### src/etl_pkg.sv
// Shared types and constants for the equation token lexer.
// No dependencies; imported by every other module of the block.
`timescale 1ns / 1ps
`default_nettype none

package etl_pkg;

    localparam int MANT_W     = 32;            // digit accumulator width
    localparam int FRAC_W     = 4;
    localparam int CHAR_W     = 8;
    localparam int KIND_W     = 3;
    localparam int FIFO_DEPTH = 4;
    localparam int PTR_W      = $clog2(FIFO_DEPTH);
    localparam int CNT_W      = PTR_W + 1;
    localparam int DATA_W     = ((MANT_W + FRAC_W + 2 + 7) / 8) * 8;

    localparam logic [FRAC_W-1:0] SCALE_MAX = {FRAC_W{1'b1}};
    localparam logic [MANT_W-1:0] MANT_MAX  = {MANT_W{1'b1}};

    localparam logic [CHAR_W-1:0] CH_PLUS  = 8'h2B;
    localparam logic [CHAR_W-1:0] CH_MINUS = 8'h2D;
    localparam logic [CHAR_W-1:0] CH_STAR  = 8'h2A;
    localparam logic [CHAR_W-1:0] CH_EQ    = 8'h3D;
    localparam logic [CHAR_W-1:0] CH_CARET = 8'h5E;
    localparam logic [CHAR_W-1:0] CH_X     = 8'h78;
    localparam logic [CHAR_W-1:0] CH_DOT   = 8'h2E;
    localparam logic [CHAR_W-1:0] CH_COMMA = 8'h2C;
    localparam logic [CHAR_W-1:0] CH_ZERO  = 8'h30;
    localparam logic [CHAR_W-1:0] CH_NINE  = 8'h39;

    typedef enum logic [KIND_W-1:0] {
        TK_ADD = 3'd0,
        TK_SUB = 3'd1,
        TK_MUL = 3'd2,
        TK_POW = 3'd3,
        TK_VAR = 3'd4,
        TK_NUM = 3'd5,
        TK_VOID = 3'd6,
        TK_EQ  = 3'd7
    } tok_kind_t;

    typedef struct packed {
        tok_kind_t          kind;
        logic [MANT_W-1:0]  mant;
        logic [FRAC_W-1:0]  frac;
        logic               ovf;
        logic               last_item;
        logic               last_text;
    } tok_t;

    // tokens produced by one character, tok0 first
    typedef struct packed {
        logic [1:0] count;
        tok_t       tok0;
        tok_t       tok1;
    } lex_out_t;

endpackage

`default_nettype wire

### src/etl_lex_core.sv
// Character input register, number accumulator state and token decode.
// Depends on etl_pkg; feeds etl_tok_fifo.
`timescale 1ns / 1ps
`default_nettype none

module etl_lex_core (
    input  wire logic                       clk,
    input  wire logic                       rst_n,
    input  wire logic                       s_tvalid,
    output logic                            s_tready,
    input  wire logic [etl_pkg::CHAR_W-1:0] s_tdata,
    input  wire logic                       s_tlast,
    input  wire logic                       ml_en,
    input  wire logic                       room,
    output etl_pkg::lex_out_t               lex_out
);
    import etl_pkg::*;

    logic              in_valid_reg, in_valid_next;
    logic [CHAR_W-1:0] char_reg;
    logic              end_reg;

    logic              in_number_reg, in_number_next;
    logic [MANT_W-1:0] accum_reg, accum_next;
    logic              point_reg, point_next;
    logic [FRAC_W-1:0] scale_reg, scale_next;
    logic              ovf_reg, ovf_next;
    logic              after_eq_reg, after_eq_next;

    logic              fire;
    logic              digit_ch, is_div, num_path;
    logic [MANT_W-1:0] b_accum;
    logic              b_point;
    logic [FRAC_W-1:0] b_scale;
    logic              b_ovf;
    logic [MANT_W+3:0] prod;
    tok_kind_t         raw_kind, op_kind;
    tok_t              num_tok, op_tok;

    assign fire     = in_valid_reg && room;
    assign s_tready = !in_valid_reg || fire;

    assign digit_ch = (char_reg >= CH_ZERO) && (char_reg <= CH_NINE);
    assign is_div   = (char_reg == CH_DOT) || (char_reg == CH_COMMA);
    assign num_path = digit_ch || (is_div && in_number_reg);

    always_comb
    begin
        case (char_reg)
            CH_PLUS:  raw_kind = TK_ADD;
            CH_MINUS: raw_kind = TK_SUB;
            CH_STAR:  raw_kind = TK_MUL;
            CH_CARET: raw_kind = TK_POW;
            CH_EQ:    raw_kind = TK_EQ;
            CH_X:     raw_kind = TK_VAR;
            default:  raw_kind = TK_VOID;
        endcase
    end

    // move-left: '=' turns into subtract, later signs swap
    always_comb
    begin
        op_kind = raw_kind;
        if (ml_en)
        begin
            if (raw_kind == TK_EQ)
                op_kind = TK_SUB;
            else if (after_eq_reg && raw_kind == TK_ADD)
                op_kind = TK_SUB;
            else if (after_eq_reg && raw_kind == TK_SUB)
                op_kind = TK_ADD;
        end
    end

    // number state after this character; fresh number starts from zero
    always_comb
    begin
        b_accum = in_number_reg ? accum_reg : '0;
        b_point = in_number_reg && point_reg;
        b_scale = in_number_reg ? scale_reg : '0;
        b_ovf   = in_number_reg && ovf_reg;
        prod    = {1'b0, b_accum, 3'b000} + {3'b000, b_accum, 1'b0}
                  + (MANT_W + 4)'(char_reg[3:0]);
        if (b_point)
        begin
            if (b_scale < SCALE_MAX)
                b_scale = b_scale + 1'b1;
            else
                b_ovf = 1'b1;
        end
        if (is_div)
            b_point = 1'b1;
        else if (prod[MANT_W+3:MANT_W] != 4'd0)
        begin
            b_accum = MANT_MAX;
            b_ovf   = 1'b1;
        end
        else
            b_accum = prod[MANT_W-1:0];
    end

    always_comb
    begin
        num_tok.kind      = TK_NUM;
        num_tok.mant      = num_path ? b_accum : accum_reg;
        num_tok.frac      = num_path ? b_scale : scale_reg;
        num_tok.ovf       = num_path ? b_ovf : ovf_reg;
        num_tok.last_item = 1'b1;
        num_tok.last_text = end_reg;
        op_tok.kind       = op_kind;
        op_tok.mant       = MANT_W'(1);
        op_tok.frac       = '0;
        op_tok.ovf        = 1'b0;
        op_tok.last_item  = 1'b1;
        op_tok.last_text  = end_reg;

        lex_out.tok1 = op_tok;
        if (num_path)
        begin
            lex_out.tok0  = num_tok;
            lex_out.count = end_reg ? 2'd1 : 2'd0;
        end
        else if (in_number_reg)
        begin
            lex_out.tok0           = num_tok;
            lex_out.tok0.last_item = 1'b0;
            lex_out.tok0.last_text = 1'b0;
            lex_out.count          = 2'd2;
        end
        else
        begin
            lex_out.tok0  = op_tok;
            lex_out.count = 2'd1;
        end
        if (!fire)
            lex_out.count = 2'd0;
    end

    always_comb
    begin
        in_valid_next  = s_tready ? s_tvalid : in_valid_reg;
        in_number_next = in_number_reg;
        accum_next     = accum_reg;
        point_next     = point_reg;
        scale_next     = scale_reg;
        ovf_next       = ovf_reg;
        after_eq_next  = after_eq_reg;
        if (fire)
        begin
            if (num_path && !end_reg)
            begin
                in_number_next = 1'b1;
                accum_next     = b_accum;
                point_next     = b_point;
                scale_next     = b_scale;
                ovf_next       = b_ovf;
            end
            else
            begin
                in_number_next = 1'b0;
                accum_next     = '0;
                point_next     = 1'b0;
                scale_next     = '0;
                ovf_next       = 1'b0;
            end
            if (end_reg)
                after_eq_next = 1'b0;
            else if (!num_path && ml_en && raw_kind == TK_EQ)
                after_eq_next = 1'b1;
        end
    end

    always_ff @(posedge clk or negedge rst_n)
    begin
        if (!rst_n)
        begin
            in_valid_reg  <= 1'b0;
            in_number_reg <= 1'b0;
            accum_reg     <= '0;
            point_reg     <= 1'b0;
            scale_reg     <= '0;
            ovf_reg       <= 1'b0;
            after_eq_reg  <= 1'b0;
        end
        else
        begin
            in_valid_reg  <= in_valid_next;
            in_number_reg <= in_number_next;
            accum_reg     <= accum_next;
            point_reg     <= point_next;
            scale_reg     <= scale_next;
            ovf_reg       <= ovf_next;
            after_eq_reg  <= after_eq_next;
        end
    end

    always_ff @(posedge clk)
    begin
        if (s_tready && s_tvalid)
        begin
            char_reg <= s_tdata;
            end_reg  <= s_tlast;
        end
    end

endmodule

`default_nettype wire

### src/etl_tok_fifo.sv
// Four-entry token queue; takes zero, one or two tokens a cycle, gives one while m_tready is high.
// Depends on etl_pkg; driven by etl_lex_core.
`timescale 1ns / 1ps
`default_nettype none

module etl_tok_fifo (
    input  wire logic                clk,
    input  wire logic                rst_n,
    input  etl_pkg::lex_out_t        lex_in,
    output logic                     room,
    output logic                     m_tvalid,
    input  wire logic                m_tready,
    output etl_pkg::tok_t            m_tok
);
    import etl_pkg::*;

    tok_t             mem_reg [FIFO_DEPTH];
    logic [PTR_W-1:0] wr_ptr_reg, wr_ptr_next;
    logic [PTR_W-1:0] rd_ptr_reg, rd_ptr_next;
    logic [CNT_W-1:0] count_reg, count_next;
    logic             pop;
    logic [PTR_W-1:0] wr_ptr_p1;

    assign m_tvalid  = (count_reg != '0);
    assign pop       = m_tvalid && m_tready;
    assign m_tok     = mem_reg[rd_ptr_reg];
    // room for a two-token word regardless of the reader
    assign room      = (count_reg <= CNT_W'(FIFO_DEPTH - 2));
    assign wr_ptr_p1 = wr_ptr_reg + 1'b1;

    always_comb
    begin
        wr_ptr_next = wr_ptr_reg + PTR_W'(lex_in.count);
        rd_ptr_next = rd_ptr_reg + PTR_W'(pop);
        count_next  = count_reg + CNT_W'(lex_in.count) - CNT_W'(pop);
    end

    always_ff @(posedge clk or negedge rst_n)
    begin
        if (!rst_n)
        begin
            wr_ptr_reg <= '0;
            rd_ptr_reg <= '0;
            count_reg  <= '0;
        end
        else
        begin
            wr_ptr_reg <= wr_ptr_next;
            rd_ptr_reg <= rd_ptr_next;
            count_reg  <= count_next;
        end
    end

    always_ff @(posedge clk)
    begin
        if (lex_in.count != 2'd0)
            mem_reg[wr_ptr_reg] <= lex_in.tok0;
        if (lex_in.count == 2'd2)
            mem_reg[wr_ptr_p1] <= lex_in.tok1;
    end

endmodule

`default_nettype wire

### src/equation_token_lexer.sv
// Top level of the equation token lexer: config register, lexer core, token queue.
// Depends on etl_pkg, etl_lex_core and etl_tok_fifo.
//
//   channel | dir | handshake          | payload
//   s_      | in  | s_tvalid/s_tready  | tdata char_code, tlast text_end
//   m_      | out | m_tvalid/m_tready  | tuser token_kind, tdata token fields, tlast
//   cfg_    | in  | cfg_valid/cfg_ready| cfg_data move-left enable
//
// One character per cycle while the token queue has room; a taken character is registered,
// and its tokens are written into the queue as it leaves the input register.
// A character that ends a number without being part of it gives two tokens and takes two queue slots;
// input stalls when the token queue has fewer than two free entries.
// Reset (rst_n, async) empties the queue and clears number state; move-left resets to 1.
`timescale 1ns / 1ps
`default_nettype none

module equation_token_lexer (
    input  wire logic                       clk,
    input  wire logic                       rst_n,
    input  wire logic                       s_tvalid,
    output logic                            s_tready,
    input  wire logic [etl_pkg::CHAR_W-1:0] s_tdata,   // [7:0] char_code
    input  wire logic                       s_tlast,
    output logic                            m_tvalid,
    input  wire logic                       m_tready,
    // [31:0] mantissa, [35:32] frac_digits, [36] overflow, [37] last_of_item
    output logic [etl_pkg::DATA_W-1:0]      m_tdata,
    output logic [etl_pkg::KIND_W-1:0]      m_tuser,   // [2:0] token_kind
    output logic                            m_tlast,   // last_of_text
    input  wire logic                       cfg_valid,
    output logic                            cfg_ready,
    input  wire logic                       cfg_data
);
    import etl_pkg::*;

    logic     ml_en_reg, ml_en_next;
    logic     room;
    lex_out_t lex_out;
    tok_t     m_tok;

    assign cfg_ready  = 1'b1;
    assign ml_en_next = cfg_valid ? cfg_data : ml_en_reg;

    always_ff @(posedge clk or negedge rst_n)
    begin
        if (!rst_n)
            ml_en_reg <= 1'b1;
        else
            ml_en_reg <= ml_en_next;
    end

    etl_lex_core u_core (
        .clk      (clk),
        .rst_n    (rst_n),
        .s_tvalid (s_tvalid),
        .s_tready (s_tready),
        .s_tdata  (s_tdata),
        .s_tlast  (s_tlast),
        .ml_en    (ml_en_reg),
        .room     (room),
        .lex_out  (lex_out)
    );

    etl_tok_fifo u_fifo (
        .clk      (clk),
        .rst_n    (rst_n),
        .lex_in   (lex_out),
        .room     (room),
        .m_tvalid (m_tvalid),
        .m_tready (m_tready),
        .m_tok    (m_tok)
    );

    assign m_tuser = m_tok.kind;
    assign m_tlast = m_tok.last_text;
    assign m_tdata = DATA_W'({m_tok.last_item, m_tok.ovf, m_tok.frac, m_tok.mant});

endmodule

`default_nettype wire
### config.mk
export PLATFORM = sky130hd
export DESIGN_NAME = equation_token_lexer
export DESIGN_NICKNAME = d
export VERILOG_FILES = /design/src/etl_pkg.sv /design/src/etl_lex_core.sv /design/src/etl_tok_fifo.sv /design/src/equation_token_lexer.sv
export SDC_FILE = /design/constraint.sdc
export NUM_CORES = 1
export LEC_CHECK = 0
export ABC_AREA = 0
export ABC_CLOCK_PERIOD_IN_PS = 6100
export BUFFER_PORTS_ARGS = -buffer_cell sky130_fd_sc_hd__buf_2
export CORE_MARGIN = 2
export CORE_UTILIZATION = 64
export CTS_BUF_LIST = sky130_fd_sc_hd__clkbuf_4
export DETAILED_ROUTE_END_ITERATION = 10
export PLACE_DENSITY = 0.87
export SLEW_MARGIN = 10
export SYNTH_ARGS = -nofsm -noshare
export SYNTH_HDL_FRONTEND = slang
export SYNTH_SLANG_ARGS = --single-unit
export TNS_END_PERCENT = 100
### constraint.sdc
create_clock -name clk -period 6.1 [get_ports clk]
set_input_delay 1.22 -clock clk [delete_from_list [all_inputs] [get_ports clk]]
set_output_delay 1.22 -clock clk [all_outputs]
set_load 0.02 [all_outputs]
==> impl_metrics.csv, run 1 <==
group,metric,value,unit
drt,drt-initial-drc-count,1403,
drt,drt-pass1-iter-count,6,
timing,slew_headroom,19.4,%
critical_path,crit_arrival,5840,ps
timing,tns,0,ps
grt,gr-total-overflow,0,
power,vdd.ir_drop.worst,0.000277,V
timing,hold_viol_final,0,
final_layout,fin_nets,1379,
critical_path,crit_fanout,61,
critical_path,end_kind,"register",
cts,cts_root_buf,"clkbuf_4",
timing,tightest_slew,1210,ps
logic_synthesis,synth_edf_count,25,
min_path,hold_class,"reg2reg",
grt,antenna_found_initial,1,
drt,post_drt_wl_per_cell,21.3,um
timing,hold_slack,470,ps
min_path,worstHoldStart,"u_fifo.mem_reg[3][23]",
final_layout,multi_input_area,6770,um2
cts,clk_pin_slew_worst_paths,70,ps
timing,final_max_slew_viol_count,0,
flow_run,maxCapViolCount,0,
power,power_frac_seq,44.0,%
cts,clk_path_buf_depth,3,
timing,max_freq,0.189,GHz
drt,drc,0,
logic_synthesis,synthCells,1252,
timing,finClkSkew,41.0,ps
floorplanning,io-pin-count,62,
grt,grt_util_all_layers,32.6,%
timing,setup_viol,0,
logic_synthesis,ys.flop_type,"dfxtp_1",
floorplanning,die_x,143,um
timing,post-route-period-util,86.8,%
final_layout,seq_area,5020,um2
logic_synthesis,ys_seq_elements,226,
final_layout,final_common_cell,"dfxtp_1",
critical_path,r2r_slack,810,ps
drt,wl,33400,um
final_layout,fillCellCount,1313,
logic_synthesis,synthDistinctLibCells,68,
logic_synthesis,yosysSeqAreaShare,40.9,%
floorplanning,die_h,143,um
drt,vias_per_cell,6.86,
final_layout,layout_common_cells,"152 x dfxtp_1, 116 x a22o_1, 98 x nand2_1, 88 x nor2_1, 79 x clkbuf_4",
cts,cts_tree,"built",
critical_path,startpoint_type,"register",
cts,clk_latency,670,ps
critical_path,crit_start,"u_core.in_number_reg",
power,p_clk_share,25.3,%
critical_path,worst-setup-path-type,"reg2reg",
final_layout,syn_to_final_growth,8.83,%
cts,cts_setup_buffers,0,
logic_synthesis,avgSynthCellArea,9.81,um2
floorplanning,start_util,65.5,%
power,comb_power_share,30.6,%
grt,grt_pass1_vias,10300,
placed_design,io_buffers,58,
grt,grt_max_degree,62,
floorplanning,core_area,18800,um2
timing,rsz0062_at_grt,"no",
power,leakagePower,5.88,nW
final_layout,layout-drive-gt1-share,17.4,%
drt,vias,10800,
final_layout,largest_reg_flops,168,
final_layout,final_core_util,71.2,%
cts,numCtsBuffers,53,
critical_path,worstReg2RegEnd,"u_fifo.mem_reg[0][19]",
power,internal_power,3.25,mW
timing,period_needed,5290,ps
placed_design,place_congestion,0.962,
min_path,hold-path-endpoint,"u_fifo.mem_reg[3][23]",
critical_path,r2r_cells,13,
logic_synthesis,yosysWarnings,0,
cts,htreeDepth,2,
cts,cts.sinks,226,
power,swShare,36.1,%
power,power.density,380,nW/um2
grt,grt_pass1_wl,53000,um
logic_synthesis,syn_area,12300,um2
floorplanning,dieArea,20300,um2
cts,cts_hold_buf,0,
power,p_sw,1.84,mW
drt,ant_nets,0,
critical_path,cp_data_required_time,6640,ps
placed_design,place_worst_setup_slack,984,ps
critical_path,timing.rr.start,"u_core.in_number_reg",
logic_synthesis,async_reset_ff_share,21.7,%
min_path,holdPathStages,1,
floorplanning,row_count,50,
outcome,status,"completed",
cts,ctsResizeCount,0,
placed_design,hpwl,22200,um
timing,setup_slack,805,ps
## cells in the mapped netlist, types with 41 or more instances
| library cell | count | area share, % |
|---|---|---|
| ha_1 | 69 | 7.0 |
| nand2_1 | 98 | 3.0 |
| dfxtp_1 | 152 | 25 |
| nor2_1 | 92 | 2.8 |
| a31oi_1 | 48 | 2.4 |
| clkbuf_1 | 60 | 1.8 |
| a21oi_1 | 61 | 2.5 |
| a22o_1 | 116 | 8.3 |
| mux4_2 | 42 | 7.7 |
| o21ai_0 | 76 | 3.1 |
| nand3_1 | 41 | 1.7 |
| dfrtp_1 | 48 | 9.8 |
## stage by stage
step	instances	power [mW]	instance area [um2]
2_1_floorplan	1253	3.31	12300
3_3_place_gp	1471	3.71	12600
3_5_place_dp	1471	3.78	12600
4_1_cts	1570	5.06	13400
5_1_grt	1571	5.31	13400
6_report	1571	5.09	13400
## power by group through the flow
stage                     Sequential, mW  Combinational (mW)  Clock, mW
after floorplan                     2.05                1.26          0
after global placement              2.22                1.48          0
after detailed placement            2.25                1.53          0
after CTS                           2.22                1.54       1.30
after global routing                2.27                1.66       1.37
final                               2.24                1.56       1.29
## worst max-delay path: stages, from the launching register on
cell,delay [ps]
dfrtp_1,850
nand2_1,260
fa_1,540
fa_1,470
nand2b_1,210
a21oi_1,220
o31ai_1,160
a31oi_1,440
a31oi_1,170
mux2_2,320
nor4_4,250
buf_4,580
a31oi_1,400
a22o_1,280
## cell type report
cell class              count  area share [%]
clock buffers              79            4.44
inverters                  35           0.983
multi-input cells         901            50.7
diodes                      1          0.0187
clock inverters            20            1.01
well taps                 234            2.19
repair buffers             75            3.13
flip-flops and latches    226            37.6
## logic make-up after synthesis
logic type | share of synthesized area (%)
AO/OA/AOI/OAI | 23.2
AND/OR/NAND/NOR | 13.5
flip-flops | 40.9
buffers and inverters | 4.16
adder cells (fa/ha/maj) | 7.52
multiplexers | 8.22
XOR/XNOR | 2.42
other | 0.0611
## how the worst max path moves through the flow
| stage | slack [ps] | to |
|---|---|---|
| after CTS | 970 | u_fifo.mem_reg[0][19] |
| after detailed placement | 980 | u_fifo.mem_reg[1][19] |
| after floorplan | 1680 | u_fifo.mem_reg[0][23] |
| after global placement | 1020 | u_fifo.mem_reg[3][18] |
| after global routing | 490 | u_fifo.mem_reg[0][19] |
| final | 810 | u_fifo.mem_reg[0][19] |
## per-layer routing
metal	GRT usage, %	part of all wire [%]	wire [um]
met1	46.1	42	14000
met2	50.2	45	15100
met3	6.46	10	3420
met4	11.7	2.5	849
met5	0	0	0
(Power assumes the default switching activity.)
==> run 2: changes to the inputs <==
--- a/config.mk
+++ b/config.mk
@@ -13,6 +13,7 @@
 export CTS_BUF_LIST = sky130_fd_sc_hd__clkbuf_4
 export DETAILED_ROUTE_END_ITERATION = 10
 export PLACE_DENSITY = 0.87
+export RECOVER_POWER = 100
 export SLEW_MARGIN = 10
 export SYNTH_ARGS = -nofsm -noshare
 export SYNTH_HDL_FRONTEND = slang
==> impl_metrics.csv, run 2 (same netlist as run 1, synthesis figures left out) <==
group,metric,value,unit
power,p_sw,1.83,mW
critical_path,crit_start,"u_core.char_reg[2]",
placed_design,placed_cell_area,12600,um2
cts,clk_path_buf_depth,3,
critical_path,worst-setup-path-type,"reg2reg",
critical_path,r2r_cells,12,
floorplanning,core_area,18800,um2
final_layout,largest_reg_flops,168,
timing,tns,0,ps
placed_design,hpwl,22200,um
drt,drc,0,
final_layout,final_common_cell,"dfxtp_1",
timing,final_max_slew_viol_count,155,
flow_run,maxCapViolCount,3,
grt,grt_util_all_layers,32.6,%
floorplanning,dieArea,20300,um2
drt,vias_per_cell,6.88,
critical_path,crit_slowest_cell,"clkbuf_1",
power,vdd.ir_drop.worst,0.000273,V
grt,antenna_found_initial,1,
drt,post_drt_wl_per_cell,21.3,um
drt,vias,10800,
cts,clk_latency,670,ps
critical_path,crit_arrival,6090,ps
timing,max_freq,0.181,GHz
critical_path,crit_path_max_incr_delay,1900,ps
power,p_clk_share,25.5,%
power,internal_power,3.22,mW
final_layout,multi_input_area,6760,um2
power,comb_power_share,30.3,%
critical_path,cp_num_buf_inv,3,
cts,cts_root_buf,"clkbuf_4",
floorplanning,die_h,143,um
critical_path,end_kind,"register",
cts,numCtsBuffers,53,
outcome,status,"finished, violations left",
floorplanning,die_x,143,um
timing,period_needed,5520,ps
timing,rsz0062_at_grt,"no",
grt,grt_pass1_vias,10300,
min_path,hold_class,"reg2reg",
timing,setup_viol,0,
cts,htreeDepth,2,
power,leakagePower,5.69,nW
final_layout,final_cell_area,13300,um2
grt,gr-total-overflow,0,
grt,grt_max_degree,62,
critical_path,path_depth,12,
timing,hold_viol_final,0,
drt,ant_nets,0,
timing,tightest_slew,2810,ps
power,power.density,380,nW/um2
critical_path,crit_end,"u_fifo.mem_reg[2][9]",
timing,slew_headroom,-87.6,%
cts,cts_tree,"built",
placed_design,place_congestion,0.962,
final_layout,fin_nets,1379,
cts,cts_setup_buffers,0,
grt,grt_pass1_wl,53000,um
critical_path,crit_chain,"o21ai_0, and4b_2, clkbuf_1, a21oi_2, nand2_1, nor2_1, inv_1, nor2_1, nor2_1, clkbuf_2, nand2_1, o21ai_0",
drt,drt-pass1-iter-count,8,
cts,cts.sinks,226,
critical_path,crit_fanout,60,
final_layout,layout-drive-gt1-share,13.5,%
drt,drt-initial-drc-count,1322,
critical_path,r2r_slack,580,ps
cts,cts_hold_buf,0,
critical_path,timing.rr.start,"u_core.char_reg[2]",
cts,ctsResizeCount,0,
final_layout,layout_common_cells,"152 x dfxtp_1, 116 x a22o_1, 98 x nand2_1, 92 x nor2_1, 79 x clkbuf_4",
critical_path,crit_family,"buffers and inverters",
power,swShare,36.3,%
outcome,violations,"capacitance limit, slew limit",
critical_path,cp_data_required_time,6670,ps
cts,clk_pin_slew_worst_paths,70,ps
critical_path,startpoint_type,"register",
critical_path,worstReg2RegEnd,"u_fifo.mem_reg[2][9]",
timing,post-route-period-util,90.4,%
floorplanning,start_util,65.5,%
timing,finClkSkew,48.7,ps
floorplanning,io-pin-count,62,
power,power_frac_seq,44.2,%
min_path,holdPathStages,2,
drt,wl,33400,um
floorplanning,row_count,50,
final_layout,fillCellCount,1345,
final_layout,syn_to_final_growth,8.07,%
final_layout,seq_area,5020,um2
critical_path,critPathMostFrequentCell,"nor2_1",
placed_design,io_buffers,58,
run 2: cell count changes in the layout (fill, tap and decap cells not counted), sizes merged:
cell    previous run  this run
buf               75        23
clkbuf            79       131
run 2: power by group through the flow:
stage                     registers, mW  logic (mW)  clock network (mW)
after CTS                          2.22        1.54                1.30
after global placement             2.22        1.48                   0
after floorplan                    2.05        1.26                   0
after detailed placement           2.25        1.53                   0
after global routing               2.27        1.63                1.37
final                              2.23        1.53                1.29
run 2: worst register-to-register path, cell delays in order, from the launching register on:
cell,delay (ps)
edfxtp_1,530
o21ai_0,240
and4b_2,240
clkbuf_1,1900
a21oi_2,270
nand2_1,330
nor2_1,140
inv_1,240
nor2_1,120
nor2_1,470
clkbuf_2,710
nand2_1,130
o21ai_0,130
run 2: per-layer routing:
layer  part of all wire (%)  track usage [%]  up-vias
met4                    2.2             11.7        0
met1                     41             46.1     5185
li1                       -                -     4823
met2                     45             50.2      730
met3                     11             6.46       78
met5                      0                0        -
run 2: worst min-delay path by stage:
stage	from	end	slack (ps)
after global routing	u_fifo.mem_reg[2][23]	u_fifo.mem_reg[2][23]	480
after CTS	u_fifo.mem_reg[1][11]	u_fifo.mem_reg[1][11]	460
after floorplan	u_fifo.mem_reg[2][38]	u_fifo.mem_reg[2][38]	420
after global placement	u_fifo.mem_reg[3][9]	u_fifo.mem_reg[3][9]	430
after detailed placement	u_fifo.mem_reg[1][9]	u_fifo.mem_reg[1][9]	440
final	u_fifo.mem_reg[1][11]	u_fifo.mem_reg[1][11]	470
run 2: cell type report:
| type | count | area share, % |
|---|---|---|
| well taps | 234 | 2.21 |
| diodes | 1 | 0.0189 |
| multi-input cells | 901 | 50.9 |
| flip-flops and latches | 226 | 37.8 |
| repair buffers | 75 | 2.56 |
| clock buffers | 79 | 4.47 |
| clock inverters | 20 | 1.02 |
| inverters | 35 | 0.990 |
run 2: stage by stage:
| step | util, % | instances | hold WS, ps | setup slack, ps | power, mW |
|---|---|---|---|---|---|
| detailed placement | 67.3 | 1471 | 441 | 984 | 3.78 |
| global route | 70.7 | 1571 | 479 | 254 | 5.28 |
| finish | 70.7 | 1571 | 468 | 583 | 5.05 |
| CTS | 71.2 | 1570 | 460 | 969 | 5.06 |
| floorplan | - | 1253 | 420 | 1680 | 3.31 |
| global placement | 67.3 | 1471 | 429 | 1020 | 3.71 |
